## src/rtl/fcr_pkg.sv

```systemverilog
// ----------------------------------------------------------------------------
// fcr_pkg
// Constants and types shared by the framed command receiver modules.
// ----------------------------------------------------------------------------
package fcr_pkg;

    localparam int PAYLOAD_MAX = 16;
    localparam int SLOT_COUNT  = 8;
    localparam int QUEUE_DEPTH = 2;
    localparam int QPTR_W      = (QUEUE_DEPTH > 1) ? $clog2(QUEUE_DEPTH) : 1;
    localparam int QCNT_W      = $clog2(QUEUE_DEPTH + 1);
    localparam int LEN_W       = $clog2(PAYLOAD_MAX + 1);

    localparam logic [7:0] START_IN       = 8'hAA;
    localparam logic [7:0] START_OUT      = 8'hBB;
    localparam logic [7:0] OP_RELAY       = 8'h01;
    localparam logic [7:0] OP_SEND        = 8'h02;
    localparam logic [7:0] OP_LEARN       = 8'h03;
    localparam logic [7:0] OP_STATUS      = 8'h04;
    localparam logic [7:0] STATUS_UNKNOWN = 8'hFF;

    localparam logic [1:0] ACT_NONE  = 2'd0;
    localparam logic [1:0] ACT_SEND  = 2'd1;
    localparam logic [1:0] ACT_LEARN = 2'd2;

    // A checked frame, reduced to what command execution needs.
    typedef struct packed {
        logic [7:0] cmd;
        logic       has_first;
        logic       has_second;
        logic [7:0] first;
        logic [7:0] second;
    } cmd_t;

endpackage

```

## src/rtl/fcr_parser.sv

```systemverilog
// ----------------------------------------------------------------------------
// fcr_parser
// Frame parser: tracks the frame phase, keeps the running XOR and the
// leading payload words, and pushes a command when the check word matches.
// ----------------------------------------------------------------------------
module fcr_parser
(
    input  logic                clk,
    input  logic                rst_n,
    input  logic                in_valid,
    output logic                in_ready,
    input  logic [7:0]          rx_byte,
    input  logic                q_full,
    output logic                push,
    output fcr_pkg::cmd_t       push_cmd
);

    localparam logic [2:0] PH_IDLE  = 3'd0;
    localparam logic [2:0] PH_CMD   = 3'd1;
    localparam logic [2:0] PH_LEN   = 3'd2;
    localparam logic [2:0] PH_DATA  = 3'd3;
    localparam logic [2:0] PH_CHECK = 3'd4;

    logic [2:0]                 phase_reg, phase_next;
    logic [7:0]                 cmd_reg, cmd_next;
    logic [fcr_pkg::LEN_W-1:0]  len_reg, len_next;
    logic [fcr_pkg::LEN_W-1:0]  count_reg, count_next;
    logic [7:0]                 chk_reg, chk_next;
    logic [7:0]                 first_reg, first_next;
    logic [7:0]                 second_reg, second_next;
    logic                       accept;
    logic [fcr_pkg::LEN_W-1:0]  count_inc;

    assign in_ready  = !q_full;
    assign accept    = in_valid && in_ready;
    assign count_inc = count_reg + fcr_pkg::LEN_W'(1);

    always_comb
    begin
        phase_next  = phase_reg;
        cmd_next    = cmd_reg;
        len_next    = len_reg;
        count_next  = count_reg;
        chk_next    = chk_reg;
        first_next  = first_reg;
        second_next = second_reg;
        push        = 1'b0;
        if (accept)
        begin
            unique case (phase_reg)
                PH_CMD:
                begin
                    cmd_next   = rx_byte;
                    chk_next   = rx_byte;
                    phase_next = PH_LEN;
                end
                PH_LEN:
                begin
                    if ({1'b0, rx_byte} > 9'(fcr_pkg::PAYLOAD_MAX))
                    begin
                        phase_next = PH_IDLE;
                    end
                    else
                    begin
                        len_next   = fcr_pkg::LEN_W'(rx_byte);
                        chk_next   = chk_reg ^ rx_byte;
                        count_next = '0;
                        phase_next = (rx_byte == 8'd0) ? PH_CHECK : PH_DATA;
                    end
                end
                PH_DATA:
                begin
                    // Only the first two payload words are ever used.
                    if (count_reg == fcr_pkg::LEN_W'(0))
                    begin
                        first_next = rx_byte;
                    end
                    if (count_reg == fcr_pkg::LEN_W'(1))
                    begin
                        second_next = rx_byte;
                    end
                    count_next = count_inc;
                    chk_next   = chk_reg ^ rx_byte;
                    if (count_inc >= len_reg)
                    begin
                        phase_next = PH_CHECK;
                    end
                end
                PH_CHECK:
                begin
                    phase_next = PH_IDLE;
                    push       = (rx_byte == chk_reg);
                end
                default:
                begin
                    phase_next = (rx_byte == fcr_pkg::START_IN) ? PH_CMD : PH_IDLE;
                end
            endcase
        end
    end

    always_comb
    begin
        push_cmd.cmd        = cmd_reg;
        push_cmd.has_first  = (len_reg >= fcr_pkg::LEN_W'(1));
        push_cmd.has_second = (len_reg >= fcr_pkg::LEN_W'(2));
        push_cmd.first      = first_reg;
        push_cmd.second     = second_reg;
    end

    always_ff @(posedge clk or negedge rst_n)
    begin
        if (!rst_n)
        begin
            phase_reg <= PH_IDLE;
            len_reg   <= '0;
            count_reg <= '0;
            chk_reg   <= '0;
            cmd_reg   <= '0;
        end
        else
        begin
            phase_reg <= phase_next;
            len_reg   <= len_next;
            count_reg <= count_next;
            chk_reg   <= chk_next;
            cmd_reg   <= cmd_next;
        end
    end

    always_ff @(posedge clk)
    begin
        first_reg  <= first_next;
        second_reg <= second_next;
    end

endmodule

```

## src/rtl/fcr_queue.sv

```systemverilog
// ----------------------------------------------------------------------------
// fcr_queue
// Short command queue between the parser and the executor.
// ----------------------------------------------------------------------------
module fcr_queue
(
    input  logic           clk,
    input  logic           rst_n,
    input  logic           push,
    input  fcr_pkg::cmd_t  push_cmd,
    output logic           full,
    input  logic           pop,
    output logic           q_valid,
    output fcr_pkg::cmd_t  q_cmd
);

    fcr_pkg::cmd_t                  entry_reg [fcr_pkg::QUEUE_DEPTH];
    logic [fcr_pkg::QPTR_W-1:0]     wr_ptr_reg, wr_ptr_next;
    logic [fcr_pkg::QPTR_W-1:0]     rd_ptr_reg, rd_ptr_next;
    logic [fcr_pkg::QCNT_W-1:0]     count_reg, count_next;
    logic                           do_pop;

    assign full    = (count_reg == fcr_pkg::QCNT_W'(fcr_pkg::QUEUE_DEPTH));
    assign q_valid = (count_reg != '0);
    assign q_cmd   = entry_reg[rd_ptr_reg];
    assign do_pop  = pop && q_valid;

    always_comb
    begin
        wr_ptr_next = wr_ptr_reg;
        rd_ptr_next = rd_ptr_reg;
        count_next  = count_reg;
        if (push)
        begin
            wr_ptr_next = (wr_ptr_reg == fcr_pkg::QPTR_W'(fcr_pkg::QUEUE_DEPTH - 1)) ?
                          '0 : wr_ptr_reg + fcr_pkg::QPTR_W'(1);
        end
        if (do_pop)
        begin
            rd_ptr_next = (rd_ptr_reg == fcr_pkg::QPTR_W'(fcr_pkg::QUEUE_DEPTH - 1)) ?
                          '0 : rd_ptr_reg + fcr_pkg::QPTR_W'(1);
        end
        if (push && !do_pop)
        begin
            count_next = count_reg + fcr_pkg::QCNT_W'(1);
        end
        else if (do_pop && !push)
        begin
            count_next = count_reg - fcr_pkg::QCNT_W'(1);
        end
    end

    always_ff @(posedge clk or negedge rst_n)
    begin
        if (!rst_n)
        begin
            wr_ptr_reg <= '0;
            rd_ptr_reg <= '0;
            count_reg  <= '0;
        end
        else
        begin
            wr_ptr_reg <= wr_ptr_next;
            rd_ptr_reg <= rd_ptr_next;
            count_reg  <= count_next;
        end
    end

    always_ff @(posedge clk)
    begin
        if (push)
        begin
            entry_reg[wr_ptr_reg] <= push_cmd;
        end
    end

endmodule

```

## src/rtl/fcr_exec.sv

```systemverilog
// ----------------------------------------------------------------------------
// fcr_exec
// Command executor: runs a queued command, owns the relay state and sends
// the four-word response through a registered output stage.
// ----------------------------------------------------------------------------
module fcr_exec
(
    input  logic           clk,
    input  logic           rst_n,
    input  logic           q_valid,
    input  fcr_pkg::cmd_t  q_cmd,
    output logic           pop,
    output logic           out_valid,
    input  logic           out_ready,
    output logic [7:0]     response_byte,
    output logic           response_last,
    output logic [1:0]     relay_bits,
    output logic [1:0]     radio_action,
    output logic [2:0]     radio_slot
);

    logic        busy_reg;
    logic [1:0]  idx_reg, idx_next;
    logic [7:0]  cmd_reg;
    logic [7:0]  status_reg;
    logic [7:0]  chk_reg;
    logic [1:0]  relay_reg, relay_next;
    logic [1:0]  action_reg, action_next;
    logic [2:0]  slot_reg, slot_next;
    logic [7:0]  status_next;
    logic [7:0]  first;
    logic [1:0]  mask;
    logic        last_taken;

    assign out_valid     = busy_reg;
    assign response_last = (idx_reg == 2'd3);
    assign relay_bits    = relay_reg;
    assign radio_action  = action_reg;
    assign radio_slot    = slot_reg;
    assign last_taken    = busy_reg && out_ready && response_last;
    assign pop           = q_valid && (!busy_reg || last_taken);
    assign first         = q_cmd.has_first ? q_cmd.first : 8'd0;

    always_comb
    begin
        unique case (idx_reg)
            2'd0:    response_byte = fcr_pkg::START_OUT;
            2'd1:    response_byte = cmd_reg;
            2'd2:    response_byte = status_reg;
            default: response_byte = chk_reg;
        endcase
    end

    always_comb
    begin
        relay_next  = relay_reg;
        action_next = fcr_pkg::ACT_NONE;
        slot_next   = 3'd0;
        status_next = 8'd0;
        mask        = 2'b00;
        if (first == 8'd1)
        begin
            mask = 2'b01;
        end
        else if (first == 8'd2)
        begin
            mask = 2'b10;
        end
        unique case (q_cmd.cmd)
            fcr_pkg::OP_RELAY:
            begin
                if (q_cmd.has_second)
                begin
                    relay_next  = (q_cmd.second != 8'd0) ? (relay_reg | mask)
                                                         : (relay_reg & ~mask);
                    status_next = {6'd0, relay_next};
                end
            end
            fcr_pkg::OP_SEND, fcr_pkg::OP_LEARN:
            begin
                if (q_cmd.has_first && ({1'b0, first} < 9'(fcr_pkg::SLOT_COUNT)))
                begin
                    action_next = (q_cmd.cmd == fcr_pkg::OP_SEND) ? fcr_pkg::ACT_SEND
                                                                  : fcr_pkg::ACT_LEARN;
                    slot_next   = first[2:0];
                    status_next = first;
                end
            end
            fcr_pkg::OP_STATUS:
            begin
                status_next = {6'd0, relay_reg};
            end
            default:
            begin
                status_next = fcr_pkg::STATUS_UNKNOWN;
            end
        endcase
    end

    always_comb
    begin
        idx_next = idx_reg;
        if (pop)
        begin
            idx_next = 2'd0;
        end
        else if (busy_reg && out_ready)
        begin
            idx_next = idx_reg + 2'd1;
        end
    end

    always_ff @(posedge clk or negedge rst_n)
    begin
        if (!rst_n)
        begin
            busy_reg   <= 1'b0;
            idx_reg    <= 2'd0;
            relay_reg  <= 2'b00;
            action_reg <= fcr_pkg::ACT_NONE;
            slot_reg   <= 3'd0;
        end
        else
        begin
            idx_reg <= idx_next;
            if (pop)
            begin
                busy_reg   <= 1'b1;
                relay_reg  <= relay_next;
                action_reg <= action_next;
                slot_reg   <= slot_next;
            end
            else if (last_taken)
            begin
                busy_reg <= 1'b0;
            end
        end
    end

    always_ff @(posedge clk)
    begin
        if (pop)
        begin
            cmd_reg    <= q_cmd.cmd;
            status_reg <= status_next;
            chk_reg    <= fcr_pkg::START_OUT ^ q_cmd.cmd ^ status_next;
        end
    end

endmodule

```

## src/rtl/framed_command_receiver.sv

```systemverilog
// ----------------------------------------------------------------------------
// framed_command_receiver
// Serial command frame receiver with XOR check and four-word responses.
// ----------------------------------------------------------------------------
// The receiver takes one received word per cycle on the rx channel and parses
// frames of start word 0xAA, command, length (0 to 16), payload and an XOR
// check word. Every checked frame becomes one queued command; the executor
// updates the relays or raises a radio request and sends the response
// 0xBB, command, status, check, one word per cycle when the sink is ready.
// A two-entry command queue sits between parser and executor; in_ready drops
// only while that queue is full, and the next response starts in the cycle
// after the previous last word is taken if a command is queued. There is no
// initialization pass after reset.
module framed_command_receiver
(
    input  logic        clk,
    input  logic        rst_n,
    input  logic        in_valid,
    output logic        in_ready,
    input  logic [7:0]  rx_byte,
    output logic        out_valid,
    input  logic        out_ready,
    output logic [7:0]  response_byte,
    output logic        response_last,
    output logic [1:0]  relay_bits,
    output logic [1:0]  radio_action,
    output logic [2:0]  radio_slot
);

    logic           push;
    fcr_pkg::cmd_t  push_cmd;
    logic           q_full;
    logic           pop;
    logic           q_valid;
    fcr_pkg::cmd_t  q_cmd;

    fcr_parser u_parser
    (
        .clk      (clk),
        .rst_n    (rst_n),
        .in_valid (in_valid),
        .in_ready (in_ready),
        .rx_byte  (rx_byte),
        .q_full   (q_full),
        .push     (push),
        .push_cmd (push_cmd)
    );

    fcr_queue u_queue
    (
        .clk      (clk),
        .rst_n    (rst_n),
        .push     (push),
        .push_cmd (push_cmd),
        .full     (q_full),
        .pop      (pop),
        .q_valid  (q_valid),
        .q_cmd    (q_cmd)
    );

    fcr_exec u_exec
    (
        .clk           (clk),
        .rst_n         (rst_n),
        .q_valid       (q_valid),
        .q_cmd         (q_cmd),
        .pop           (pop),
        .out_valid     (out_valid),
        .out_ready     (out_ready),
        .response_byte (response_byte),
        .response_last (response_last),
        .relay_bits    (relay_bits),
        .radio_action  (radio_action),
        .radio_slot    (radio_slot)
    );

endmodule

```

## config.mk

```make
export PLATFORM = sky130hd
export DESIGN_NAME = framed_command_receiver
export DESIGN_NICKNAME = d
export VERILOG_FILES = /design/src/rtl/fcr_pkg.sv /design/src/rtl/fcr_parser.sv /design/src/rtl/fcr_queue.sv /design/src/rtl/fcr_exec.sv /design/src/rtl/framed_command_receiver.sv
export SDC_FILE = /design/constraint.sdc
export NUM_CORES = 1
export LEC_CHECK = 0
export ABC_AREA = 0
export BUFFER_PORTS_ARGS = -buffer_cell sky130_fd_sc_hd__buf_2
export CORE_MARGIN = 1
export CORE_UTILIZATION = 35
export CTS_CLUSTER_DIAMETER = 30
export DETAILED_ROUTE_END_ITERATION = 7
export MAX_ROUTING_LAYER = met4
export PLACE_DENSITY = 0.58
export SKIP_LAST_GASP = 1
export SYNTH_ARGS = -nofsm -noshare
export SYNTH_HDL_FRONTEND = slang
export SYNTH_HIERARCHICAL = 1
export SYNTH_SLANG_ARGS = --single-unit
```

## constraint.sdc

```tcl
create_clock -name clk -period 3.8 [get_ports clk]
set_input_delay 0.76 -clock clk [delete_from_list [all_inputs] [get_ports clk]]
set_output_delay 0.76 -clock clk [all_outputs]
set_load 0.005 [all_outputs]
```

* Word-level counts from Yosys, hierarchy flattened
Memory sizes are Yosys's and may differ from the RTL's. Cells that the tools add are included.
Word-level totals: output and inout bits 18, memories kept 1, bits in registers 83, RAM bits 52, logic and storage cells 122
Cells by class: $lt $le $gt $ge 5, reduce and logical (&&, ||, !) cells 32, mux-type cells 34, add/subtract/negate cells 6, equal/unequal tests 19, bitwise gates (word level) 7
Memories:
- u_queue.entry_reg | depth 2, bits a word 26, read ports 1, clocked after Yosys merged registers in 0, wr ports 1, RTL line fcr_queue.sv:17 | fcr_pkg::cmd_t entry_reg [fcr_pkg::QUEUE_DEPTH];
Operators with widths (number):
- 8-bit one-hot mux with 3 select lines | 3
- 8-bit by 2-bit == test with 1-bit output, second input constant | 3
- 8-bit two-way mux | 3
- 2-bit two-way mux | 11
- 3-bit AND reduction | 6
- 8-bit by 1-bit == test with 1-bit output, second input constant | 2
- 8-bit XOR | 2
- 3-bit two-way mux | 5
- 3-bit one-hot mux with 4 select lines | 1
- 5-bit one-hot mux with 2 select lines | 1
- 2-bit nonzero test | 5
- 1-bit two-way mux | 9
- 8-bit by 3-bit == test with 1-bit output, second input constant | 1
- 8-bit == test | 1
- 8-bit == test, second input constant | 1
- 8-bit by 5-bit > comparator with 1-bit output, second input constant | 1
- 1-bit logical AND | 8
- 8-bit zero test | 1
- 8-bit by 4-bit < comparator with 1-bit output, second input constant | 1
- 8-bit nonzero test | 1
- 2-bit == test, second input constant | 3
- 3-bit by 2-bit == test with 1-bit output, second input constant | 2
- 6-bit NOT | 1
- 5-bit by 1-bit adder with 5-bit output, second input constant | 1
- 24 further kinds | 30

* Logic depth before layout (Yosys ltp)
Gate-level depths: netlist of run 1. An unclocked memory read counts as a cell.
word-level depth 11, mapped depth 10, depth with buffers taken out 9

* Hierarchy
Netlist of run 1, hierarchy kept.
Modules (own cells, without submodules):
- fcr_parser | cells each 190, times used 1, area each 2222.1 µm²
- fcr_queue | cells each 97, times used 1, area each 2168.3 µm²
- fcr_exec | cells each 136, times used 1, area each 1710.4 µm²

* Worst setup path after synthesis of run 1
Ideal clock, no wire load.
path type input -> register, from in rx_byte[0], to mem u_queue/entry_reg[0][0] (netlist name) (enable), setup time 412 ps, stages on the path 5, path slack 593 ps, required time 3388 ps, arrival 2795 ps, buffers on the path 1, cell sequence clkbuf_1 xnor2_1 nand4_1 nor3_1 nor2b_1
On the way: longest elaborated chain between the ends 5
RTL lines:
- start, declared | RTL line framed_command_receiver.sv:20 | input logic [7:0] rx_byte,
- 8-bit == test | RTL line fcr_parser.sv:92 | push = (rx_byte == chk_reg);
- 1-bit two-way mux | RTL line fcr_parser.sv:50 | unique case (phase_reg)
- 1-bit two-way mux | RTL line fcr_parser.sv:48 | if (accept)
- net push | RTL line framed_command_receiver.sv:30 | logic push;
- 1-bit two-way mux | RTL line fcr_queue.sv:71 | if (push)
- 1-bit two-way mux (implied by the code) | RTL line fcr_queue.sv:73 | entry_reg[wr_ptr_reg] <= push_cmd;
- end, declared | RTL line fcr_queue.sv:17
The timed path passes the listed nets, and every way through them passes these cells.

==> results.md, run 1 <==
Layout:
- After filler insertion, the fill cell instance count of the layout stands at 1559.
- The library cells used most frequently in the layout, excluding fill and tap cells, are sky130_fd_sc_hd__edfxtp_1 (92), sky130_fd_sc_hd__dfrtp_1 (43), sky130_fd_sc_hd__buf_2 (29), sky130_fd_sc_hd__nand2_1 (29), sky130_fd_sc_hd__mux2_2 (23).
- The flip-flop count of the largest register after layout is 52.
- The leading cell type in the layout, fill and taps excluded is sky130_fd_sc_hd__edfxtp_1.
- The layout overhead on the synthesized area is 14.48%.
- The final non-filler cell total is 689.
- The utilization of the core after routing is 41.53%.
- At the end of the flow, the number of nets in the layout was 481.
- The share of cells above drive strength 1 is 26.65%.
- The repair_antennas step left the layout with diodes totalling 0.

Power:
- The overall power after layout is 3258 uW.
- VDD sags by at most 0.3397 mV.
- The standby leakage power is 0.002697 uW.
- The ratio of total power to cell area is 466.5 nW/um^2.

Floorplan:
- The number of ports placed on the die boundary is 30.
- The horizontal extent of the die is 134.0 um.
- The full die area is 17960 sq um.
- The total area inside the core boundary comes to 16820 sq um.
- The starting density of the core is 36.27%.
- The number of standard-cell rows in the floorplan is 47.
- The chip height is 134.0 um.

Timing:
- Dividing the final minimum period by the clock period gives 73.67%.
- For the final routed database, the setup TNS stands at 0 ns.
- The worst-case hold slack is 0.4429 ns.
- Between clock sinks in the finished design, the worst skew comes to 0.006387 ns.
- Based on the critical path, the design can be clocked at up to 357.2 MHz.
- The hold violation count in the final report is 0.
- The clock period could shrink to 2.800 ns.
- At the pin with the least slew margin, the transition time is 1.064 ns.
- The number of slew-limit violations in the final report was 0.
- The total setup violations reported at the end of the flow is 0.
- The relative slew slack is 29.09%.
- Setup repair after global routing left no endpoint under its margin.

Yosys:
- In the post-synthesis netlist, the biggest area contributors are sky130_fd_sc_hd__edfxtp_1 (45%), sky130_fd_sc_hd__dfrtp_1 (18%), sky130_fd_sc_hd__mux2_4 (4.7%), sky130_fd_sc_hd__mux2_2 (4.2%), sky130_fd_sc_hd__ha_1 (2.7%).
- The number of flops mapped to enable cells by yosys is 92.
- The count of state elements after synthesis is 135.
- The mapped netlist covers 6101 sq um.
- For this run, asynchronously set or reset flops after synthesis account for 31.85%.
- The net count after synthesis is 448.
- For this run, the leading register cell type out of synthesis is sky130_fd_sc_hd__edfxtp_1.
- The library cell occupying the most area in the post-synthesis netlist is sky130_fd_sc_hd__edfxtp_1.
- The area share of the largest cell type after synthesis is 45.28%.
- Yosys mapped the design onto 61 distinct sky130hd cell types.
- The number of warnings issued by yosys is 6.
- The average cell area after synthesis is 14.42 sq um.
- The share of the yosys chip area belonging to registers is 62.92%.
- In the synthesized netlist, the number of instances is 423.

Placement:
- In this run, placement finished with an instance count of 657.
- The placer's final routability congestion estimate is 0.8037.
- The port buffer count is 29.
- Detailed placement ended at an HPWL of 7387 um.

Global routing:
- For this run the aggregate overflow at the end of global routing stands at 0.
- For this run, the total global-route usage over all layers was measured as 13.29%.
- Entering global routing, the biggest net connects 44 pins.
- The number of global-route vias before repair came to 3376.
- The number of antenna violations at the first check in global routing is 0.
- The global-route wire length before repair is 17520 um.

Drt:
- The number of nets with antenna violations after routing is 0.
- For this run, design rule violations remaining after detail routing come to 0.
- Summed over all layers, the routed wires come to 10800 um.
- The detailed router placed 3417 vias in this run.
- The first routing iteration left 201 violations.
- The average vias per placed instance is 4.959.
- The first-pass detailed-route iteration total is 4.
- After detailed routing, the average wire length per cell comes to 15.67 um.

CTS:
- After clock tree synthesis, the clock-pin slew on the worst setup and hold paths is 0.06 ns.
- The cell at the root of the clock tree is sky130_fd_sc_hd__clkbuf_16.
- For this design, the sink count on the clock tree is 135.
- Clock tree synthesis inserted a total of 17 buffers.
- TritonCTS built the clock tree.
- The buffers inserted during post-CTS setup optimization is 0.
- The hold buffer count at cts is 0.
- The maximum buffer depth of the clock tree is 2.
- The number of cells upsized or downsized after cts is 0.
- The clock latency on the worst-skew pair is 0.42 ns.
- The H-tree depth is 4.

Setup path:
- STA classifies the critical path endpoint as a flip-flop.
- Data on the critical path arrives at its endpoint at 2.97 ns.
- The setup path with the least slack is of type reg -> reg.
- The type of element launching the critical path is a flip-flop.
- The required time reported for the critical path endpoint is 3.97 ns.
- The maximum fanout count along the critical path is 17.

Hold path:
- The path class of the tightest hold or removal check is reg -> reg.

Run:
- Across the run, the number of max-cap violations was 0.

Status:
- The flow ran to the end, and the final reports show no timing, DRC or antenna violations.
-- final timing paths --
kind | to | cells after the start | slack (ns) | start
max | u_exec/chk_reg[0] | 7 | 1.00 | u_queue/rd_ptr_reg
min | u_queue/entry_reg[1][6] | 0 | 0.44 | u_parser/second_reg[6]
max reg2reg | u_exec/chk_reg[0] | 7 | 1.00 | u_queue/rd_ptr_reg
min reg2reg | u_queue/entry_reg[1][6] | 0 | 0.44 | u_parser/second_reg[6]
max in group asynchronous | u_parser/cmd_reg[0] | 1 | 2.61 | rst_n
min in group asynchronous | u_parser/count_reg[0] | 1 | 0.53 | rst_n
-- logic make-up after synthesis --
family / after synthesis / synth area share, %
AO/OA/AOI/OAI: 75 / 8.388
multiplexers: 50 / 10.34
buffers and inverters: 31 / 3.035
AND/OR/NAND/NOR: 102 / 10.21
XOR/XNOR: 17 / 2.440
adder cells (fa/ha/maj): 13 / 2.666
flip-flops: 135 / 62.92
-- layout make-up --
class	count	area, sq um	area share (%)
flip-flops and latches	135	3839	54.96
well taps	220	275.3	3.941
multi-input cells	257	2079	29.77
clock buffers	17	425.4	6.091
clock inverters	15	145.1	2.078
repair buffers	33	175.2	2.508
inverters	12	45.04	0.6449
-- critical path, stage by stage (launching register included) --
cell	delay, ns
sky130_fd_sc_hd__dfrtp_1	0.68
sky130_fd_sc_hd__buf_4	0.38
sky130_fd_sc_hd__mux2_4	0.40
sky130_fd_sc_hd__nor4b_1	0.32
sky130_fd_sc_hd__o211ai_1	0.13
sky130_fd_sc_hd__a31oi_1	0.26
sky130_fd_sc_hd__o21ai_2	0.09
sky130_fd_sc_hd__mux2_2	0.28
-- synthesized netlist by cell type (2+ instances only) --
cell                       number
sky130_fd_sc_hd__nor2_1         5
sky130_fd_sc_hd__mux2_2        23
sky130_fd_sc_hd__o21ai_0       18
sky130_fd_sc_hd__a21o_1         3
sky130_fd_sc_hd__mux2_4        19
sky130_fd_sc_hd__xor2_1         5
sky130_fd_sc_hd__o31ai_1        3
sky130_fd_sc_hd__dfrtp_1       43
sky130_fd_sc_hd__a31oi_1        4
sky130_fd_sc_hd__nand4_1        4
sky130_fd_sc_hd__buf_2          3
sky130_fd_sc_hd__nand2_1       29
sky130_fd_sc_hd__nand2b_1       7
sky130_fd_sc_hd__o211ai_1       7
sky130_fd_sc_hd__mux2i_1        3
sky130_fd_sc_hd__xnor2_1       12
sky130_fd_sc_hd__buf_12         3
sky130_fd_sc_hd__edfxtp_1      92
sky130_fd_sc_hd__nor2_4         2
sky130_fd_sc_hd__a221o_1        6
sky130_fd_sc_hd__nor4_1         3
sky130_fd_sc_hd__nor4b_1        4
sky130_fd_sc_hd__a21oi_2        2
sky130_fd_sc_hd__nand4b_1       2
sky130_fd_sc_hd__nor2b_1        5
sky130_fd_sc_hd__clkbuf_1      10
sky130_fd_sc_hd__nand3_1       18
sky130_fd_sc_hd__o21ai_1        2
sky130_fd_sc_hd__or2_2          2
sky130_fd_sc_hd__a21oi_1       17
sky130_fd_sc_hd__ha_1          13
sky130_fd_sc_hd__and2_1         4
sky130_fd_sc_hd__buf_6          2
sky130_fd_sc_hd__a22oi_1        2
sky130_fd_sc_hd__nor3_1         6
sky130_fd_sc_hd__inv_1         11
sky130_fd_sc_hd__mux2_1         5
-- through the flow --
stage / setup WS, ns / instance area (sq um)
detailed placement: 1.007 / 6414
global route: 0.8725 / 6984
global placement: 1.067 / 6414
floorplan: 0.5927 / 6101
CTS: 0.9843 / 6984
finish: 1.000 / 6984
-- metal layers --
layer	track usage [%]	wire [um]	up-vias
met4	5.119	222	0
met3	3.779	402	21
met1	15.64	4956	1675
li1	-	-	1661
met2	21.56	5218	60
met5	-	0	-
-- power breakdown --
group          leakage (uW)  switching, uW  internal [uW]  total, uW
Sequential          0.00141           18.3           1590       1600
Combinational       0.00101           58.6           41.3       99.9
Clock              0.000271            644            910       1550
No activity file was read; power rests on OpenSTA's default activity.
==> run 2: changes to the inputs <==
Settings changed: PLACE_DENSITY 0.58 to 0.6.
Clock period 3.8 ns to 2.39 ns, I/O delays scaled along.
==> results.md, run 2 (synthesis results as in run 1) <==
Status:
- The flow ran to the end, and the final reports show no timing, DRC or antenna violations.

Power:
- The worst voltage drop across the vdd grid is 0.5778 mV (+70%).
- The ratio of total power to cell area is 721.0 nW/um^2 (+55%).
- The standby leakage power is 0.002867 uW (+6.3%).

Setup path:
- The cell repeated most along the worst path is sky130_fd_sc_hd__buf_4.
- The worst setup path is captured at a flip-flop.
- In this run the critical register-to-register path is launched from u_queue/rd_ptr_reg.
- The length in cells of the worst reg-to-reg path came to 9 (+2).
- The worst-path cell with the longest stage delay is sky130_fd_sc_hd__dfrtp_1.
- The data arrival at the endpoint of the critical path is 2.50 ns (-0.47 ns).
- The endpoint of the lowest-slack register-to-register path is u_exec/chk_reg[0].
- Traced cell by cell, the critical path runs through buf_12 -> buf_4 -> mux2_4 -> nor4_4 -> buf_4 -> o211ai_1 -> a31oi_2 -> o21ai_2 -> mux2_2.
- The required time reported for the critical path endpoint was 2.55 ns (-1.42 ns).
- The maximum fanout count along the critical path is 16 (-1).
- The worst setup path is launched from a flip-flop.
- The internal reg-to-reg setup slack is 0.05 ns (-0.95 ns).
- The critical path in this run is classified as reg -> reg.
- The delay contributed by the slowest stage of the critical path is 0.41 ns (-0.27 ns).

Timing:
- The minimum clock period after layout is 2.336 ns (-0.4637 ns).
- The highest attainable clock frequency is 428.1 MHz (+20%).
- Setup repair after global routing could not meet its margin everywhere.
- The actual transition at the worst max-transition pin is 0.6019 ns (-0.4617 ns).
- The number of slew-limit violations in the final report came to 0 (unchanged).
- The hold violation count in the final report is 0 (unchanged).
- The slack of the critical path was 0.05402 ns (-0.9463 ns).
- The maximum clock skew at final layout is 0.006625 ns (+0.0002384 ns).
- The relative slew slack is 59.87% (+31 points).
- The total setup violations reported at the end of the flow was 0 (unchanged).
- The share of the clock period used by the worst path after layout is 97.74% (+24 points).

Floorplan:
- The core area was 16820 sq um (unchanged).
- The number of ports placed on the die boundary is 30 (unchanged).
- The chip height came to 134.0 um (unchanged).
- The starting density of the core came to 36.27% (unchanged).
- The horizontal extent of the die is 134.0 um (unchanged).
- The full die area is 17960 sq um (unchanged).
- The number of standard-cell rows in the floorplan was 47 (unchanged).

Placement:
- The worst setup slack after placement is -0.03724 ns (-1.044 ns).
- The port buffer count was 29 (unchanged).
- The number of cells in the design after placement was 681 (+3.7%).
- The placer's final routability congestion estimate was 0.7899 (-1.7%).
- The detailed placement HPWL was 7740 um (+4.8%).

Drt:
- The first-pass detailed-route iteration total is 5 (+1).
- The average wire length per cell after detail routing is 15.61 um (-0.39%).
- The number of nets with antenna violations after routing was 0 (unchanged).
- The detailed-route DRC error count is 0 (unchanged).
- The average vias per placed instance is 4.946 (-0.28%).
- The vias after detailed routing is 3551 (+3.9%).
- The count of routing violations after the opening detailed-route iteration is 178 (-11%).
- The wire length after detailed routing is 11210 um (+3.8%).

CTS:
- In this run the clock root is driven by a sky130_fd_sc_hd__clkbuf_16.
- The clock transition at the registers of the reported paths came to 0.06 ns (about the same).
- The H-tree depth is 4 (unchanged).
- The TritonCTS clock tree is built.
- The TritonCTS buffer count came to 17 (unchanged).
- The hold buffer count at cts came to 0 (unchanged).
- The maximum buffer depth of the clock tree is 2 (unchanged).
- The clock net sink count is 135 (unchanged).
- The clock latency on the worst-skew pair was 0.41 ns (about the same).

Layout:
- The share of cells above drive strength 1 is 32.13% (+5.5 points).
- The final non-filler cell total was 718 (+4.2%).
- The number of nets in the layout was 510 (+6.0%).
- The antenna cell count was 0 (unchanged).
- Leaving out fill and tap cells, the most frequent cells in the layout are sky130_fd_sc_hd__edfxtp_1 (92), sky130_fd_sc_hd__dfrtp_1 (43), sky130_fd_sc_hd__buf_2 (29), sky130_fd_sc_hd__nand2_1 (29), sky130_fd_sc_hd__buf_4 (28).
- The fill cell instance count of the final layout is 1565 (+0.38%).
- Relative to the synthesized area, the layout overhead comes to 20.20%.
- Leaving out fill and tap cells, the most frequent cell in the layout is sky130_fd_sc_hd__edfxtp_1.
- The flip-flop count of the largest register after layout came to 52 (unchanged).

Global routing:
- The largest net degree at the start of global routing came to 44 (unchanged).
- The global-route wire length before repair came to 18400 um (+5.0%).
- The final global-route overflow total is 0 (unchanged).
- The number of global-route vias before repair is 3567 (+5.7%).
- The number of antenna violations at the first check in global routing is 0 (unchanged).
- The total routing resource utilization after global routing is 13.95% (+0.66 points).

Run:
- The total of max-cap violations is 0 (unchanged).

Hold path:
- The path class of the tightest hold or removal check is in -> async.
==> run 2: power breakdown <==
group | switching [uW] | total, uW | internal (uW) | leakage, uW
clock | 935 | 2560 | 1630 | 0.000281
combinational | 100 | 176 | 76.2 | 0.00117
sequential | 27.4 | 2550 | 2520 | 0.00141
==> run 2: what timing repair did <==
item,in CTS,in global routing
setup endpoints to repair,7,9
setup buffers,0,5
pin swaps,0,1
resized for setup,3,7
==> run 2: area by class of cell <==
class / count / area [sq um] / area share [%]
inverter: 12 / 45.04 / 0.6142
multi-input combinational: 257 / 2132 / 29.07
tap: 220 / 275.3 / 3.754
clock buffer: 18 / 429.2 / 5.852
clock inverter: 14 / 157.7 / 2.150
sequential: 135 / 3839 / 52.35
timing repair buffer: 62 / 455.4 / 6.211
==> run 2: through the flow <==
| step | util (%) | cell area, sq um | total power (uW) | setup TNS, ns | hold slack, ns |
|---|---|---|---|---|---|
| 5_1_grt | 43.60 | 7333 | 5465 | -0.1023 | 0.1985 |
| 4_1_cts | 43.17 | 7261 | 5345 | -0.007982 | 0.1693 |
| 3_5_place_dp | 39.61 | 6663 | 2771 | -0.03724 | 0.4302 |
| 3_3_place_gp | 39.61 | 6663 | 2763 | 0 | 0.4274 |
| 6_report | 43.60 | 7333 | 5287 | 0 | 0.1604 |
| 2_1_floorplan | - | 6110 | 2687 | 0 | 0.1824 |
==> run 2: per-layer routing <==
metal / share of wire, % / track usage (%) / vias to the layer above
li1: - / - / 1716
met4: 0.93 / 4.744 / 0
met1: 46 / 17.14 / 1769
met2: 50 / 22.25 / 55
met5: 0 / - / -
met3: 3.5 / 3.741 / 11
==> run 2: critical path, delay by kind of cell (launching register included) <==
family | cells | cell delay, ns
muxes | 2 | 0.58
buffers and inverters | 3 | 0.49
DFF | 1 | 0.41
AOI/OAI and AO/OA | 3 | 0.38
and+or+nand+nor | 1 | 0.22
==> run 2: how the worst max path moves through the flow <==
stage	from	endpoint	slack [ns]	cells after the start
after detailed placement	u_queue/rd_ptr_reg	u_exec/chk_reg[0]	-0.04	8
after global routing	u_queue/rd_ptr_reg	u_exec/chk_reg[1]	-0.06	8
final	u_queue/rd_ptr_reg	u_exec/chk_reg[0]	0.05	9
after CTS	u_exec/idx_reg[0]	response_byte[4]	-0.008	5
after global placement	u_queue/rd_ptr_reg	u_exec/chk_reg[0]	0.06	8
after floorplan	u_queue/rd_ptr_reg	u_exec/chk_reg[0]	0.01	7
